## src/design/lock_condvar_queue_manager_unit_assert.svh

```systemverilog
// Assertion macros shared by the RTL of the lock and condition queue manager
`ifndef LOCK_CONDVAR_QUEUE_MANAGER_UNIT_ASSERT_SVH
`define LOCK_CONDVAR_QUEUE_MANAGER_UNIT_ASSERT_SVH

`ifndef NO_ASSERTIONS
`define LCQ_ASSERT(lbl, prop, msg) \
  lbl: assert property (@(posedge clk) disable iff (rst) prop) else $error(msg);
`define LCQ_ASSERT_RST(lbl, prop, msg) \
  lbl: assert property (@(posedge clk) prop) else $error(msg);
`else
`define LCQ_ASSERT(lbl, prop, msg)
`define LCQ_ASSERT_RST(lbl, prop, msg)
`endif

`endif

```

## src/design/lcq_pkg.sv

```systemverilog
// Package: sizes, opcodes, status codes and result type of the queue manager
`timescale 1ns / 1ps
package lcq_pkg;
  localparam int THREAD_SLOTS = 16;
  localparam int LOCK_SLOTS   = 16;
  localparam int COND_SLOTS   = 16;
  localparam int TID_W        = 4;
  localparam int LID_W        = 4;
  localparam int CID_W        = 4;
  localparam int CNT_W        = 5;
  localparam int MAX_RESULTS  = 16;

  typedef enum logic [3:0] {
    OP_INIT      = 4'd0,
    OP_CREATE    = 4'd1,
    OP_DISPATCH  = 4'd2,
    OP_YIELD     = 4'd3,
    OP_FINISH    = 4'd4,
    OP_LOCK      = 4'd5,
    OP_UNLOCK    = 4'd6,
    OP_WAIT      = 4'd7,
    OP_SIGNAL    = 4'd8,
    OP_BROADCAST = 4'd9
  } op_t;

  typedef enum logic [2:0] {
    ST_OK       = 3'd0,
    ST_NOT_INIT = 3'd1,
    ST_REINIT   = 3'd2,
    ST_OVERFLOW = 3'd3,
    ST_EMPTY    = 3'd4
  } status_t;

  typedef struct packed {
    logic             last;
    logic             blocked;
    logic             granted;
    logic             retired;
    logic [TID_W-1:0] moved_thread;
    logic             moved_valid;
    logic [2:0]       status;
  } res_t;
endpackage

```

## src/design/lcq_ram.sv

```systemverilog
// Generic synchronous RAM, one write and one registered read port, write-first
`timescale 1ns / 1ps
module lcq_ram #(
  parameter int W = 4,
  parameter int D = 16
) (
  input  logic                 clk,
  input  logic                 we,
  input  logic [$clog2(D)-1:0] waddr,
  input  logic [W-1:0]         wdata,
  input  logic [$clog2(D)-1:0] raddr,
  output logic [W-1:0]         rdata
);
  logic [W-1:0] mem [D];

  always_ff @(posedge clk) begin
    if (we) begin
      mem[waddr] <= wdata;
    end
    if (we && waddr == raddr) begin
      rdata <= wdata;
    end else begin
      rdata <= mem[raddr];
    end
  end
endmodule

```

## src/design/lock_condvar_queue_manager_unit.sv

```systemverilog
// Top level: sequencer and queue state of the lock and condition queue manager
// Broadcast gives one result per cycle while the output is not stalled, paced by the link memory read loop.
// One item at a time; next input taken once the last result is in the output register.
// Synchronous reset clears initialized, held bits, finished marks and all queue counts.
`timescale 1ns / 1ps
`include "lock_condvar_queue_manager_unit_assert.svh"
module lock_condvar_queue_manager_unit (
  input  logic        clk,
  input  logic        rst,
  input  logic        s_tvalid,
  output logic        s_tready,
  input  logic [15:0] s_tdata,  // opcode, thread_id, lock_id, cond_id
  output logic        m_tvalid,
  input  logic        m_tready,
  output logic [15:0] m_tdata,  // status, moved_valid, moved_thread, retired, granted, blocked
  output logic        m_tlast
);
  localparam int TW = lcq_pkg::TID_W;
  localparam int CW = lcq_pkg::CNT_W;

  typedef enum logic [2:0] {S_IDLE, S_DEC, S_HAND, S_CPUSH, S_SIG, S_BC} state_t;

  state_t state, state_next;
  logic [3:0] op_r, op_next;
  logic [TW-1:0] tid_r, tid_next;
  logic [lcq_pkg::LID_W-1:0] lk_r, lk_next;
  logic [lcq_pkg::CID_W-1:0] cv_r, cv_next;
  logic initialized, initialized_next;
  logic [lcq_pkg::THREAD_SLOTS-1:0] fin, fin_next;
  logic [lcq_pkg::LOCK_SLOTS-1:0] held, held_next;
  logic [CW-1:0] lcnt [lcq_pkg::LOCK_SLOTS];
  logic [CW-1:0] lcnt_next [lcq_pkg::LOCK_SLOTS];
  logic [CW-1:0] ccnt [lcq_pkg::COND_SLOTS];
  logic [CW-1:0] ccnt_next [lcq_pkg::COND_SLOTS];
  logic [TW-1:0] rhead, rhead_next, rtail, rtail_next;
  logic [CW-1:0] rcnt, rcnt_next;
  logic [TW-1:0] bc_head, bc_head_next;
  logic [CW-1:0] bc_k, bc_k_next;
  logic out_valid, out_valid_next;
  lcq_pkg::res_t out_q, out_next;

  logic link_we;
  logic [TW-1:0] link_wa, link_wd, link_ra, lnk;
  logic lk_we;
  logic [lcq_pkg::LID_W-1:0] lk_ra;
  logic [2*TW-1:0] lk_wd, lk_rd;
  logic cd_we;
  logic [lcq_pkg::CID_W-1:0] cd_ra;
  logic [2*TW-1:0] cd_wd, cd_rd;

  lcq_ram #(.W(TW), .D(lcq_pkg::THREAD_SLOTS)) u_link (
    .clk(clk), .we(link_we), .waddr(link_wa), .wdata(link_wd),
    .raddr(link_ra), .rdata(lnk)
  );
  lcq_ram #(.W(2*TW), .D(lcq_pkg::LOCK_SLOTS)) u_lockq (
    .clk(clk), .we(lk_we), .waddr(lk_r), .wdata(lk_wd),
    .raddr(lk_ra), .rdata(lk_rd)
  );
  lcq_ram #(.W(2*TW), .D(lcq_pkg::COND_SLOTS)) u_condq (
    .clk(clk), .we(cd_we), .waddr(cv_r), .wdata(cd_wd),
    .raddr(cd_ra), .rdata(cd_rd)
  );

  logic [TW-1:0] lh, lt, ch, ct;
  logic rfull, ofree;
  assign lh = lk_rd[2*TW-1:TW];
  assign lt = lk_rd[TW-1:0];
  assign ch = cd_rd[2*TW-1:TW];
  assign ct = cd_rd[TW-1:0];
  assign rfull = rcnt >= CW'(lcq_pkg::THREAD_SLOTS);
  assign ofree = !out_valid || m_tready;

  assign s_tready = (state == S_IDLE);
  assign m_tvalid = out_valid;
  assign m_tdata  = {5'b0, out_q.blocked, out_q.granted, out_q.retired,
                     out_q.moved_thread, out_q.moved_valid, out_q.status};
  assign m_tlast  = out_q.last;

  always_comb begin
    logic emit;
    logic done;
    logic [TW-1:0] newh;
    logic [CW-1:0] cafter;
    lcq_pkg::res_t res;
    emit = 1'b0;
    done = 1'b0;
    newh = '0;
    cafter = '0;
    res = '0;
    res.last = 1'b1;
    state_next = state;
    op_next = op_r;
    tid_next = tid_r;
    lk_next = lk_r;
    cv_next = cv_r;
    initialized_next = initialized;
    fin_next = fin;
    held_next = held;
    lcnt_next = lcnt;
    ccnt_next = ccnt;
    rhead_next = rhead;
    rtail_next = rtail;
    rcnt_next = rcnt;
    bc_head_next = bc_head;
    bc_k_next = bc_k;
    out_valid_next = out_valid && !m_tready;
    out_next = out_q;
    link_we = 1'b0;
    link_wa = rtail;
    link_wd = tid_r;
    link_ra = rhead;
    lk_we = 1'b0;
    lk_wd = lk_rd;
    lk_ra = lk_r;
    cd_we = 1'b0;
    cd_wd = cd_rd;
    cd_ra = cv_r;

    case (state)
      S_IDLE: begin
        lk_ra = s_tdata[11:8];
        cd_ra = s_tdata[15:12];
        if (s_tvalid) begin
          op_next = s_tdata[3:0];
          tid_next = s_tdata[7:4];
          lk_next = s_tdata[11:8];
          cv_next = s_tdata[15:12];
          state_next = S_DEC;
        end
      end
      S_DEC: begin
        if (op_r == lcq_pkg::OP_DISPATCH) begin
          link_ra = rhead;
        end else if (op_r == lcq_pkg::OP_SIGNAL || op_r == lcq_pkg::OP_BROADCAST) begin
          link_ra = ch;
        end else begin
          link_ra = lh;
        end
        if (ofree) begin
          state_next = S_IDLE;
          emit = 1'b1;
          if (op_r > lcq_pkg::OP_BROADCAST) begin
            res.status = lcq_pkg::ST_OK;
          end else if (op_r == lcq_pkg::OP_INIT && initialized) begin
            res.status = lcq_pkg::ST_REINIT;
          end else if (op_r != lcq_pkg::OP_INIT && !initialized) begin
            res.status = lcq_pkg::ST_NOT_INIT;
          end else begin
            case (op_r)
              lcq_pkg::OP_INIT, lcq_pkg::OP_CREATE, lcq_pkg::OP_YIELD,
              lcq_pkg::OP_FINISH: begin
                if (op_r == lcq_pkg::OP_INIT) begin
                  initialized_next = 1'b1;
                  fin_next[tid_r] = 1'b0;
                end
                if (rfull) begin
                  res.status = lcq_pkg::ST_OVERFLOW;
                end else begin
                  if (op_r == lcq_pkg::OP_CREATE) fin_next[tid_r] = 1'b0;
                  if (op_r == lcq_pkg::OP_FINISH) fin_next[tid_r] = 1'b1;
                  if (rcnt == '0) begin
                    rhead_next = tid_r;
                  end else begin
                    link_we = 1'b1;
                    link_wa = rtail;
                    link_wd = tid_r;
                  end
                  rtail_next = tid_r;
                  rcnt_next = rcnt + 1'b1;
                  res.moved_valid = 1'b1;
                  res.moved_thread = tid_r;
                end
              end
              lcq_pkg::OP_DISPATCH: begin
                if (rcnt == '0) begin
                  res.status = lcq_pkg::ST_EMPTY;
                end else begin
                  if (rcnt > CW'(1)) rhead_next = lnk;
                  rcnt_next = rcnt - 1'b1;
                  res.retired = fin[rhead];
                  fin_next[rhead] = 1'b0;
                  res.moved_valid = 1'b1;
                  res.moved_thread = rhead;
                end
              end
              lcq_pkg::OP_LOCK: begin
                if (!held[lk_r]) begin
                  held_next[lk_r] = 1'b1;
                  res.granted = 1'b1;
                end else if (lcnt[lk_r] >= CW'(lcq_pkg::THREAD_SLOTS)) begin
                  res.status = lcq_pkg::ST_OVERFLOW;
                end else begin
                  if (lcnt[lk_r] == '0) begin
                    newh = tid_r;
                  end else begin
                    newh = lh;
                    link_we = 1'b1;
                    link_wa = lt;
                    link_wd = tid_r;
                  end
                  lk_we = 1'b1;
                  lk_wd = {newh, tid_r};
                  lcnt_next[lk_r] = lcnt[lk_r] + 1'b1;
                  res.blocked = 1'b1;
                end
              end
              lcq_pkg::OP_UNLOCK, lcq_pkg::OP_WAIT: begin
                if ((lcnt[lk_r] != '0 && rfull) || (op_r == lcq_pkg::OP_WAIT &&
                    ccnt[cv_r] >= CW'(lcq_pkg::THREAD_SLOTS))) begin
                  res.status = lcq_pkg::ST_OVERFLOW;
                end else if (lcnt[lk_r] != '0) begin
                  emit = 1'b0;
                  state_next = S_HAND;
                end else begin
                  held_next[lk_r] = 1'b0;
                  if (op_r == lcq_pkg::OP_WAIT) begin
                    if (ccnt[cv_r] == '0) begin
                      newh = tid_r;
                    end else begin
                      newh = ch;
                      link_we = 1'b1;
                      link_wa = ct;
                      link_wd = tid_r;
                    end
                    cd_we = 1'b1;
                    cd_wd = {newh, tid_r};
                    ccnt_next[cv_r] = ccnt[cv_r] + 1'b1;
                    res.blocked = 1'b1;
                  end
                end
              end
              lcq_pkg::OP_SIGNAL: begin
                if (ccnt[cv_r] == '0) begin
                  res.status = lcq_pkg::ST_OK;
                end else if (rfull) begin
                  res.status = lcq_pkg::ST_OVERFLOW;
                end else begin
                  emit = 1'b0;
                  state_next = S_SIG;
                end
              end
              lcq_pkg::OP_BROADCAST: begin
                if (ccnt[cv_r] == '0 || rfull) begin
                  res.status = (ccnt[cv_r] != '0) ? lcq_pkg::ST_OVERFLOW : lcq_pkg::ST_OK;
                end else begin
                  emit = 1'b0;
                  bc_head_next = ch;
                  bc_k_next = '0;
                  state_next = S_BC;
                end
              end
              default: begin
                res.status = lcq_pkg::ST_OK;
              end
            endcase
          end
        end
      end
      S_HAND: begin
        link_ra = lh;
        if (ofree) begin
          newh = (lcnt[lk_r] > CW'(1)) ? lnk : lh;
          lk_we = 1'b1;
          lk_wd = {newh, lt};
          lcnt_next[lk_r] = lcnt[lk_r] - 1'b1;
          if (rcnt == '0) begin
            rhead_next = lh;
          end else begin
            link_we = 1'b1;
            link_wa = rtail;
            link_wd = lh;
          end
          rtail_next = lh;
          rcnt_next = rcnt + 1'b1;
          bc_head_next = lh;
          if (op_r == lcq_pkg::OP_WAIT) begin
            state_next = S_CPUSH;
          end else begin
            res.moved_valid = 1'b1;
            res.moved_thread = lh;
            emit = 1'b1;
            state_next = S_IDLE;
          end
        end
      end
      S_CPUSH: begin
        if (ofree) begin
          if (ccnt[cv_r] == '0) begin
            newh = tid_r;
          end else begin
            newh = ch;
            link_we = 1'b1;
            link_wa = ct;
            link_wd = tid_r;
          end
          cd_we = 1'b1;
          cd_wd = {newh, tid_r};
          ccnt_next[cv_r] = ccnt[cv_r] + 1'b1;
          res.moved_valid = 1'b1;
          res.moved_thread = bc_head;
          res.blocked = 1'b1;
          emit = 1'b1;
          state_next = S_IDLE;
        end
      end
      S_SIG: begin
        link_ra = ch;
        if (ofree) begin
          newh = (ccnt[cv_r] > CW'(1)) ? lnk : ch;
          cd_we = 1'b1;
          cd_wd = {newh, ct};
          ccnt_next[cv_r] = ccnt[cv_r] - 1'b1;
          if (rcnt == '0) begin
            rhead_next = ch;
          end else begin
            link_we = 1'b1;
            link_wa = rtail;
            link_wd = ch;
          end
          rtail_next = ch;
          rcnt_next = rcnt + 1'b1;
          res.moved_valid = 1'b1;
          res.moved_thread = ch;
          emit = 1'b1;
          state_next = S_IDLE;
        end
      end
      S_BC: begin
        link_ra = ofree ? lnk : bc_head;
        if (ofree) begin
          cafter = ccnt[cv_r] - 1'b1;
          ccnt_next[cv_r] = cafter;
          if (rcnt == '0) begin
            rhead_next = bc_head;
          end else begin
            link_we = 1'b1;
            link_wa = rtail;
            link_wd = bc_head;
          end
          rtail_next = bc_head;
          rcnt_next = rcnt + 1'b1;
          bc_k_next = bc_k + 1'b1;
          bc_head_next = lnk;
          done = (cafter == '0) || (rcnt_next >= CW'(lcq_pkg::THREAD_SLOTS)) ||
                 (bc_k_next == CW'(lcq_pkg::MAX_RESULTS));
          res.moved_valid = 1'b1;
          res.moved_thread = bc_head;
          res.last = done;
          res.status = (done && cafter != '0) ? lcq_pkg::ST_OVERFLOW : lcq_pkg::ST_OK;
          emit = 1'b1;
          if (done) begin
            cd_we = 1'b1;
            cd_wd = {((cafter != '0) ? lnk : bc_head), ct};
            state_next = S_IDLE;
          end
        end
      end
      default: begin
        state_next = S_IDLE;
      end
    endcase

    if (emit) begin
      out_valid_next = 1'b1;
      out_next = res;
    end
  end

  always_ff @(posedge clk) begin
    if (rst) begin
      state <= S_IDLE;
      initialized <= 1'b0;
      fin <= '0;
      held <= '0;
      for (int i = 0; i < lcq_pkg::LOCK_SLOTS; i++) lcnt[i] <= '0;
      for (int i = 0; i < lcq_pkg::COND_SLOTS; i++) ccnt[i] <= '0;
      rhead <= '0;
      rtail <= '0;
      rcnt <= '0;
      out_valid <= 1'b0;
    end else begin
      state <= state_next;
      initialized <= initialized_next;
      fin <= fin_next;
      held <= held_next;
      lcnt <= lcnt_next;
      ccnt <= ccnt_next;
      rhead <= rhead_next;
      rtail <= rtail_next;
      rcnt <= rcnt_next;
      out_valid <= out_valid_next;
      op_r <= op_next;
      tid_r <= tid_next;
      lk_r <= lk_next;
      cv_r <= cv_next;
      bc_head <= bc_head_next;
      bc_k <= bc_k_next;
      out_q <= out_next;
    end
  end

  `LCQ_ASSERT(a_rcnt_bound, rcnt <= CW'(lcq_pkg::THREAD_SLOTS), "ready count beyond slots")
  `LCQ_ASSERT(a_accept_dec, (s_tvalid && s_tready) |=> (state == S_DEC), "accept not decoded")
  `LCQ_ASSERT(a_moved_zero, (out_valid && !out_q.moved_valid) |-> (out_q.moved_thread == '0),
              "moved thread set without moved flag")
  `LCQ_ASSERT_RST(a_rst_clear, rst |=> (!initialized && !out_valid && rcnt == '0),
                  "reset did not clear state")
endmodule

```

## config.mk

```make
export PLATFORM = sky130hd
export DESIGN_NAME = lock_condvar_queue_manager_unit
export DESIGN_NICKNAME = d
export VERILOG_FILES = /design/src/design/lcq_pkg.sv /design/src/design/lcq_ram.sv /design/src/design/lock_condvar_queue_manager_unit.sv
export VERILOG_INCLUDE_DIRS = /design/src /design/src/design
export SDC_FILE = /design/constraint.sdc
export NUM_CORES = 1
export LEC_CHECK = 0
export ABC_CLOCK_PERIOD_IN_PS = 13400
export BUFFER_PORTS_ARGS = -buffer_cell sky130_fd_sc_hd__buf_2
export CORE_MARGIN = 4
export CORE_UTILIZATION = 50
export CTS_BUF_LIST = sky130_fd_sc_hd__clkbuf_8
export DETAILED_ROUTE_END_ITERATION = 16
export PLACE_DENSITY = 0.64
export SYNTH_ARGS = -nofsm -noshare
export SYNTH_HDL_FRONTEND = slang
export SYNTH_SLANG_ARGS = --single-unit
```

## constraint.sdc

```tcl
create_clock -name clk -period 13.4 [get_ports clk]
set_clock_uncertainty 0.1 [all_clocks]
set_input_delay 1.34 -clock clk [delete_from_list [all_inputs] [get_ports clk]]
set_output_delay 1.34 -clock clk [all_outputs]
set_load 0.01 [all_outputs]
```

==> results of run 1 <==
-- logic make-up after synthesis --
kind of cell / share of synthesized area (%)
fa+ha+maj: 0.613
other cells: 0.0141
buf+inv: 2.74
simple gates: 10.9
flops: 57.2
mux: 19.2
xor+xnor: 0.627
compound gates: 8.77
-- path summary, 6_finish.rpt --
check	start	end	slack, ps	depth (start not counted)
setup / recovery	cv_r[0]	u_link.mem[4][0]	7130	13
hold reg to reg	lcnt[54]	lcnt[54]	360	2
setup reg to reg	cv_r[0]	u_link.mem[4][0]	7130	13
hold / removal	lcnt[54]	lcnt[54]	360	2
-- sequential cells by signal (all words and copies together), names as in the netlist, 5 cells and up, named ones only --
name         count
u_condq.mem    128
u_lockq.mem    128
ccnt            80
lcnt            80
u_link.mem      64
fin             16
m_tdata         11
bc_k             5
rcnt             5
-- metal layers --
layer  part of all wire, %  routed length, um
met4                   3.3               2250
met3                   6.7               4570
met5                     0                  0
met1                    41              27700
met2                    49              33600
-- stage by stage --
step	worst slack, ps	utilization (%)	instances	cell area [um2]	hold slack, ps
floorplan	8560	-	2032	26500	329
global placement	7540	51.9	2643	27300	342
detailed placement	7260	51.9	2643	27300	355
CTS	7260	55.5	2817	29200	364
global route	6730	55.5	2818	29200	385
finish	7130	55.5	2818	29200	361
-- layout by cell type (no fill, tap or decap), types with 49 or more instances in the layout --
master    instances
a211oi_1         53
a21oi_1          63
clkbuf_8        105
dfxtp_1         220
edfxtp_1        357
mux2i_1         150
mux4_2          146
nand2_1         143
nor2_1          250
o21ai_0          49
-- layout make-up --
| class | instances | area [um2] |
|---|---|---|
| clock inverter | 69 | 440 |
| multi-input combinational | 1281 | 10700 |
| antenna | 1 | 2.50 |
| fill | 4313 | 23400 |
| sequential | 579 | 15200 |
| tap | 688 | 861 |
| inverter | 22 | 82.6 |
| clock buffer | 105 | 1450 |
| timing repair buffer | 73 | 472 |
-- synthesized netlist by cell type, drive strengths merged (33+ instances only) --
master / number / area [um2]
o21ai: 52 / 260
dfxtp: 222 / 4440
nand2: 143 / 537
mux4: 147 / 3310
clkbuf: 100 / 377
nor3: 37 / 280
buf: 50 / 267
nor2: 251 / 942
a211oi: 57 / 455
nand3: 33 / 165
mux2i: 150 / 1500
edfxtp: 357 / 10700
a21oi: 64 / 324
-- critical path, stage by stage, from the launching register on --
cell and delay, ps:
edfxtp_1 420, buf_4 530, mux4_2 570, nand3_1 100
nand4_1 630, clkinv_1 430, ha_1 230, nand2_1 60
a31o_2 240, o22ai_1 710, o31ai_1 170, a211oi_1 350
o21ai_1 290, nor4_1 1040
-- report_power, final --
| group | switching, mW | internal (mW) |
|---|---|---|
| logic | 0.236 | 0.138 |
| registers | 0.0373 | 1.95 |
| clock network | 0.702 | 0.819 |
==> results.cfg, run 1 <==
[place]
port_buffers = 33
place.gp.congestion = 0.953
dp_hpwl_um = 45200

[die]
die_h_um = 238
core_area_um2 = 52600
fp.dieArea_um2 = 56800
die_w_um = 238
start_util_pct = 50.5
pin_count = 39
rows = 84

[sta]
tns_ps = 0
fin_crit_ps = 6270
slew_headroom_pct = 21.3
finalHoldViolations = 0
final_max_slew_viol_count = 0
max_freq_ghz = 0.159
fin_crit_sh_pct = 46.8
rsz0062_at_grt = false
setup_viol = 0
tightest_slew_ps = 1170

[yosys]
synthFlopType = edfxtp_1
synthDistinctLibCells = 87
seq_area_frac_synth_pct = 57.2
synthCells = 2028
synth_edf_count = 357
ys_ff_latch = 579
synthArstFlopShare_pct = 0
synth_area_um2 = 26500
avgSynthCellArea_um2 = 13.1
yosysWarnings = 0

[cts]
htree_num_levels = 3
post_cts_buffers = 0
root_buffer = clkbuf_8
cts_max_path_buffers = 3
cts_buffers = 92
clk_pin_slew_worst_paths_ps = 70
cts_tree = built
cts_hold_buf = 0
clock-sinks = 579
cts_resized = 0
clock_latency_ps = 710

[route]
detail_route.wl_per_cell_um = 24.2
dr.pass1.iters = 6
vias = 17600
drt_iter0_drc = 1687
vias_per_cell = 6.26
drc = 0
ant_nets = 0
wl_um = 68100

[worst_setup_path]
crit_path_end_kind = register
critPathRequiredTime_ps = 13610
path_max_fanout = 37
worst_ep_arrival_time_ps = 6480
startpoint_type = register
path_class = reg -> reg

[power_and_ir_drop]
power_density_nw_per_um2 = 133
fin_total_pwr_mw = 3.88
p_leak_nw = 9.76
ir_worst_vdd_v = 0.000129

[grt]
grt_max_degree = 117
grt_pass1_vias = 17700
grt.busiest_layer = met2
grt_overflow = 0
grt_util_met3_pct = 4.38
antenna_found_initial = 1
grt_pass1_wl_um = 106000
grtUsageMet1_pct = 32.0
track_usage_pct = 24.1
gr-usage-met2_pct = 40.1

[hold_path]
hold_class = reg -> reg

[final_layout]
syn2layout_area_growth_pct = 9.90
final_nets = 2082
drive_gt1_share_pct = 19.8

[run_status]
run_status = completed

[job]
cap_violations = 0
Note: power is estimated with default switching activity, not from simulation.
==> run 2, diff against run 1 <==
ABC_CLOCK_PERIOD_IN_PS = 5200   (was 13400)
PLACE_DENSITY = 0.66   (was 0.64)
clock period = 5.2 ns   (was 13.4 ns; I/O delays follow)
==> results.cfg, run 2 (same netlist as run 1, synthesis figures left out) <==
[final_layout]
post_layout_nonfiller_instances = 2904
finish.utilization_pct = 56.7
drive_gt1_share_pct = 22.1
fillCellCount = 4248
diodes = 0
reg.largest.list = u_condq.mem x128, u_lockq.mem x128
layout_common_cells = edfxtp_1 (357), nor2_1 (250), dfxtp_1 (220), mux2i_1 (150), mux4_2 (146)
final_nets = 2178
layout_commonest_cell = edfxtp_1
design_area_um2 = 29800
syn2layout_area_growth_pct = 12.3

[route]
dr.pass1.iters = 6
ant_nets = 0
drc = 0
vias_per_cell = 6.15
detail_route.wl_per_cell_um = 23.6
drt_iter0_drc = 1789
vias = 17900
wl_um = 68500

[sta]
slew_headroom_pct = 19.2
finalHoldViolations = 0
fin_crit_sh_pct = 94.7
fin_crit_ps = 4920
max_freq_ghz = 0.203
final_max_slew_viol_count = 0
tns_ps = 0
tightest_slew_ps = 1210
setup_viol = 0
rsz0062_at_grt = false

[place]
port_buffers = 33
placed_cells = 2718
postPlaceCellArea_um2 = 27800
dp_hpwl_um = 46500
place.gp.congestion = 0.946

[die]
die_w_um = 238
core_area_um2 = 52600
die_h_um = 238
fp.dieArea_um2 = 56800
start_util_pct = 50.5
rows = 84
pin_count = 39

[worst_setup_path]
startpoint_type = register
crit_path_end_kind = register
critPathRequiredTime_ps = 5500
r2r_start = cv_r[1]
path_class = reg -> reg
reg2reg_depth = 14
regToRegSetupSlack_ps = 280
rr_endpoint = u_link.mem[3][3]
worst_ep_arrival_time_ps = 5220
path_max_fanout = 20

[hold_path]
min_from = s_tvalid
hold_depth = 5
holdPathEnd = state[1]
hold_class = in -> reg

[cts]
clk_pin_slew_worst_paths_ps = 70
cts_tree = built
root_buffer = clkbuf_8
cts_buffers = 94
clock-sinks = 579
cts_max_path_buffers = 3
clock_latency_ps = 690
htree_num_levels = 3

[power_and_ir_drop]
ir_worst_vdd_v = 0.000278
power_density_nw_per_um2 = 330
fin_total_pwr_mw = 9.82
p_leak_nw = 10.2

[grt]
grt_overflow = 0
grt_pass1_wl_um = 106000
track_usage_pct = 24.0
grt_pass1_vias = 17900
antenna_found_initial = 0
grt_max_degree = 117

[job]
cap_violations = 0

[run_status]
run_status = completed
-- run 2: cell count changes in the layout (fill, tap and decap cells not counted), sizes merged --
cell / delta
clkbuf: -3
buf: +78
bufinv: -2
dlygate4sd3: +16
diode: -1
inv: +10
clkinv: -10
clkinvlp: -2
-- run 2: area by class of cell --
cell class	instances	area (um2)	share of cell area (%)
sequential	579	15200	50.9
clock inverter	65	359	1.21
tap	688	861	2.89
timing repair buffer	167	1230	4.13
inverter	22	82.6	0.277
clock buffer	102	1400	4.71
multi-input combinational	1281	10700	35.9
-- run 2: metal layers --
metal	wire, um	GRT usage (%)	part of all wire [%]
met5	0	0	0
met4	2040	7.74	3.0
met1	28000	32.1	41
met2	33400	39.9	49
met3	5010	4.88	7.3
-- run 2: what timing repair did --
action,4_1_cts,5_1_grt
setup buffers,0,3
endpoints found under the hold margin,24,0
resized for setup,0,0
setup endpoints to repair,0,96
hold buffers,16,0
-- run 2: worst max-delay path by stage --
stage / start / endpoint / cells past startpoint
floorplan: lk_r[0] / u_link.mem[10][0] / 15
global placement: lk_r[0] / u_link.mem[13][1] / 12
detailed placement: lk_r[0] / u_link.mem[13][0] / 12
CTS: lk_r[0] / u_link.mem[13][0] / 12
global route: lk_r[0] / u_link.mem[13][2] / 12
finish: cv_r[1] / u_link.mem[3][3] / 14
-- run 2: stage by stage --
stage / worst slack (ps) / hold slack, ps
floorplan: 358 / 329
global placement: 169 / 338
detailed placement: 59.5 / 349
CTS: 42.3 / 177
global route: 4.92 / 219
finish: 277 / 202
-- run 2: power breakdown --
group          leakage, nW  internal, mW  switching, mW
Clock                 1.03          1.95           1.76
Sequential            4.79          5.02          0.114
Combinational         4.38         0.383          0.592
-- run 2: critical path, cell delays in order, from the launching register on --
cell	delay (ps)
edfxtp_1	960
buf_4	270
mux4_2	190
nand2_1	50
and4_1	310
ha_1	250
nor2b_1	130
o21ai_0	130
o22a_1	560
buf_4	270
a221oi_2	70
o32ai_2	390
or3b_1	490
nor4_1	250
buf_4	200
